`config.mk`:
```
export PLATFORM = sky130hd
export DESIGN_NAME = c2dpp_ctrl
export DESIGN_NICKNAME = d
export VERILOG_FILES = /design/src/rtl/c2dpp_pkg.sv /design/src/rtl/c2dpp_ctrl.sv
export SDC_FILE = /design/constraint.sdc
export NUM_CORES = 1
export LEC_CHECK = 0
export BUFFER_PORTS_ARGS = -buffer_cell sky130_fd_sc_hd__buf_4
export CORE_AREA = 2 2 39 41
export DETAILED_ROUTE_END_ITERATION = 16
export DIE_AREA = 0 0 41 43
export PLACE_DENSITY = 0.54
export SLEW_MARGIN = 20
export SYNTH_ARGS = -nofsm -noshare
export SYNTH_HDL_FRONTEND = slang
export SYNTH_SLANG_ARGS = --single-unit
```
`constraint.sdc`:
```
create_clock -name clk -period 2.8 [get_ports clk]
set_input_delay 0.56 -clock clk [delete_from_list [all_inputs] [get_ports clk]]
set_output_delay 0.56 -clock clk [all_outputs]
set_load 0.05 [all_outputs]
```
`src/rtl/c2dpp_pkg.sv`:
```
// Shared package for the 2D replicate-pad convolution core.
// Holds geometry defaults, item and register codes, and the controller/datapath types.
// No dependencies.
package c2dpp_pkg;

	localparam int MAX_COLS_DEF   = 256;
	localparam int MAX_RADIUS_DEF = 2;
	localparam int SAMPLE_BITS    = 16;
	localparam int MAX_ROWS       = 1024;
	localparam int ROW_W          = 10;
	localparam int ROWS_W         = 11;

	// item operation codes (tuser on the slave side)
	localparam logic [1:0] OP_LOAD  = 2'd0;
	localparam logic [1:0] OP_PIXEL = 2'd1;
	localparam logic [1:0] OP_FLUSH = 2'd2;

	// register indexes
	localparam logic [2:0] CFG_RADIUS = 3'd0;
	localparam logic [2:0] CFG_COLS   = 3'd1;
	localparam logic [2:0] CFG_ROWS   = 3'd2;
	localparam logic [2:0] CFG_ACT    = 3'd3;
	localparam logic [2:0] CFG_BIAS   = 3'd4;
	localparam logic [2:0] CFG_SLOPE  = 3'd5;

	typedef enum logic [3:0] {
		CMD_NONE,
		CMD_ACCEPT,
		CMD_TAP_START,
		CMD_TAP_STEP,
		CMD_BIAS,
		CMD_MUL_HI,
		CMD_MUL_LO,
		CMD_COMBINE,
		CMD_ROUND,
		CMD_EMIT
	} dp_cmd_t;

	typedef struct packed {
		logic emit_ok;
		logic tap_last;
		logic mac_busy;
		logic out_free;
	} dp_status_t;

endpackage

```
`src/rtl/c2dpp_ctrl.sv`:
```
// Controller for the convolution core: sequences accept, window walk,
// activation steps and output load. Depends on c2dpp_pkg.
module c2dpp_ctrl import c2dpp_pkg::*; (
	input  logic       clk,
	input  logic       arst_n,
	input  logic       in_valid,
	output logic       in_ready,
	input  dp_status_t status,
	output dp_cmd_t    cmd
);

	typedef enum logic [3:0] {
		ST_IDLE,
		ST_CHECK,
		ST_TAPS,
		ST_DRAIN,
		ST_MUL_HI,
		ST_MUL_LO,
		ST_COMBINE,
		ST_ROUND,
		ST_OUT
	} state_t;

	state_t state_q;

	assign in_ready = (state_q == ST_IDLE);

	always_comb begin
		cmd = CMD_NONE;
		unique case (state_q)
			ST_IDLE:    if (in_valid) cmd = CMD_ACCEPT;
			ST_CHECK:   if (status.emit_ok) cmd = CMD_TAP_START;
			ST_TAPS:    cmd = CMD_TAP_STEP;
			ST_DRAIN:   if (!status.mac_busy) cmd = CMD_BIAS;
			ST_MUL_HI:  cmd = CMD_MUL_HI;
			ST_MUL_LO:  cmd = CMD_MUL_LO;
			ST_COMBINE: cmd = CMD_COMBINE;
			ST_ROUND:   cmd = CMD_ROUND;
			ST_OUT:     if (status.out_free) cmd = CMD_EMIT;
			default:    cmd = CMD_NONE;
		endcase
	end

	always_ff @(posedge clk or negedge arst_n) begin
		if (!arst_n) begin
			state_q <= ST_IDLE;
		end else begin
			unique case (state_q)
				ST_IDLE:    if (in_valid) state_q <= ST_CHECK;
				ST_CHECK:   state_q <= status.emit_ok ? ST_TAPS : ST_IDLE;
				ST_TAPS:    if (status.tap_last) state_q <= ST_DRAIN;
				ST_DRAIN:   if (!status.mac_busy) state_q <= ST_MUL_HI;
				ST_MUL_HI:  state_q <= ST_MUL_LO;
				ST_MUL_LO:  state_q <= ST_COMBINE;
				ST_COMBINE: state_q <= ST_ROUND;
				ST_ROUND:   state_q <= ST_OUT;
				ST_OUT:     if (status.out_free) state_q <= ST_IDLE;
				default:    state_q <= ST_IDLE;
			endcase
		end
	end

endmodule

```
==> reports/results.md <==
- **fraction of the cycle the final worst path needs** 0.746
- **number of nets at the end of the flow** 54
- **final critical-path required period** 2090 ps
- **Maximum Capacitance Violations** 0
- **Post-Synth Simple-Gate Area** 0.315
- **post-detailed-routing wire length** 654 um
- **slew at the pin closest to its max-slew limit** 335 ps
- **total of endpoints with negative setup slack in the final report** 0
- **via count of the first global-routing pass** 266
- **share of post-route cells with drive strength above 1** 0.378
- **starting density of the core** 0.218
- **crit-path cells** or3_1 -> o21ai_0 -> buf_4
- **outcome** completed
- **layout-stage area growth over the synthesis result** 32.8%
- **f_max** 479 MHz
- **CTS tree** built
- **post-detail-place hpwl** 472 um
- **Slowest-stage cell, CP** dfrtp_1
- **post-synthesis share of cell area spent on full adders, half adders and majority gates** 0
- **multiplexer share of the synthesized area** 0.0705
- **worst slew slack as a fraction of its limit** 0.777
- **CTS Root Buffer Type** clkbuf_4
- **final cell utilization of the core** 0.289
- **post-synth cell types** 20
- **length of the first detailed-routing pass in iterations** 3
- **number of hold buffers added after CTS** 0
- **#FFs+latches synth** 4
- **detail-routed via count per cell** 4.79
- **area of the placeable core** 0.00138 sq mm
- **setup slack after layout** 712 ps
- **maximum fanout count along the critical path** 9
- **antenna violations before repair** 0
- **xor/xnor cell area share of the yosys netlist** 0
- **Worst setup SP type** register
- **type of the most critical hold path** primary input to asynchronous set/reset pin
- **worst reg2reg path depth** 3
- **total area of sequential cells** 100 sq um
- **register with the most flip-flops** state_q
- **GRT Util Overall** 0.0937
- **largest registers in the final layout** state_q: 4 flops
- **clock transition at the registers of the reported paths** 40 ps
- **area occupied by multi-input gates** 175 sq um
- **r2r endpoint** state_q[1]$_DFFE_PN0P_
- **DRC Markers** 0
- **Post-CTS Setup Bufs** 0
- **total number of vias** 292
- **Congestion Overflow GR** 0
- **synthesized netlist net count** 42
- **maximum number of pins on one net before global-route repair** 12
- **Slew Limit Fails** 0
- **main combinational cell family by area after synthesis** simple AND/OR/NAND/NOR gates
- **placement row count** 14
- **Seq/Total Area, Yosys** 0.332
- **number of H-tree levels** 1
- **CTS Sinks** 4
- **number of clock buffers inserted by TritonCTS** 3
- **Setup TNS Final** 0 ps
- **cts repair resizes** 0
- **synth warn** 0
- **number of nets with antenna violations after routing** 0
- **start of the worst register-to-register path** state_q[0]$_DFFE_PN0P_
- **clk buf depth** 2
- **Placement Setup Slack** 942 ps
- **Worst Path Required** 2240 ps
- **number of antenna cells inserted** 0
- **fill cell instance count of the final layout** 159
- **complex-gate fraction of the synthesized area** 0.195
- **WS Path Type** register to primary output
- **Fin Clk Skew** 3.27 ps
- **number of primary I/O pins** 12
- **Placer Congestion** 0.674
- **overall die area** 0.00176 sq mm
- **number of flip-flops under the largest register name** 4
- **clock latency reported for the late side of the worst-skew pair** 240 ps
- **Post-Synthesis Cell Area** 302 sq um
- **Hold Violations, Final** 0
- **sort of element at the end of the critical path** primary output
- **mean instance size in the synthesized netlist** 8.62 sq um
- **number of instances in the synthesized netlist** 35
- **detailed router's first-iteration violation count** 1
- **die span in x** 41 um
- **input/output buffers** 11
- **Arr. time, crit path** 1530 ps
- **DIE HEIGHT** 43 um
- **Slowest Stage Delay on Critical Path** 450 ps
- **per-cell routed wire length** 10.7 um
- **unrepaired setup endpoints after global routing** no
- **wire length of the first global-routing pass** 1030 um
- **minimum setup slack among reg-to-reg paths** 1530 ps
metal layers:
layer / vias to the layer above / global-route usage / wire length (um)
met5: - / 0 / 0
met4: 0 / 0.120 / 41
met3: 5 / 0.0314 / 37
met2: 11 / 0.113 / 296
met1: 133 / 0.107 / 279
li1: 143 / - / -
cell type report:
class	count	area share
flip-flops and latches	4	0.250
clock buffers	3	0.0562
well taps	16	0.0500
multi-input cells	27	0.438
repair buffers	11	0.206
synthesized netlist by cell type:
library cell	n	area, sq um
a21oi_1	1	5.00
mux2_2	1	11.3
buf_6	1	11.3
or3b_1	1	8.76
nor2b_1	2	12.5
or3_1	1	6.26
nor2_1	6	22.5
o21bai_1	1	7.51
nand4b_1	1	8.76
o32a_1	1	10.0
nor3_1	1	5.00
o32ai_2	1	16.3
and3b_1	1	8.76
nand2b_1	1	6.26
o21ai_0	4	20.0
buf_2	3	15.0
nor2b_2	1	8.76
mux2i_1	1	10.0
dfrtp_1	4	100
nand2_1	2	7.51
cells in the final DEF (no fill, tap or decap):
master    synthesis  layout
a21oi_1           1       1
and3b_1           1       1
buf_4             0      11
clkbuf_4          0       3
dfrtp_1           4       4
mux2_2            1       1
mux2i_1           1       1
nand2_1           2       2
nand2b_1          1       1
nand4b_1          1       1
nor2_1            6       6
nor2b_1           2       2
nor2b_2           1       1
nor3_1            1       1
o21ai_0           4       4
o21bai_1          1       1
o32a_1            1       1
o32ai_2           1       1
or3_1             1       1
or3b_1            1       1
cell families after synthesis:
group / Yosys count
buffers and inverters: 4
AOI/OAI and AO/OA: 8
and+or+nand+nor: 17
DFF: 4
muxes: 2
per-stage QoR:
step                cells  hold WS (ps)  instance area [sq um]
detailed placement     58           357                    378
CTS                    61           104                    400
finish                 61           105                    400
floorplan              35           264                    302
global placement       58           357                    378
global route           61          95.3                    400
worst max path at each step:
stage	startpoint	cells after the start	slack (ps)	end
6_report	state_q[1]$_DFFE_PN0P_	3	710	cmd[3]
5_1_grt	state_q[1]$_DFFE_PN0P_	3	620	cmd[3]
4_1_cts	state_q[1]$_DFFE_PN0P_	3	700	cmd[3]
3_5_place_dp	status[0]	5	940	cmd[0]
3_3_place_gp	status[0]	5	940	cmd[0]
2_1_floorplan	state_q[1]$_DFFE_PN0P_	3	250	cmd[3]
critical path: cells and delay by family (launching register included):
family / cells / cell delay (ps)
simple gates: 1 / 430
buf+inv: 1 / 220
flops: 1 / 450
compound gates: 1 / 180
Power is left out: the tool's default activity adds up to more than one toggle a clock period on the data nets, which glitch-free logic cannot reach.
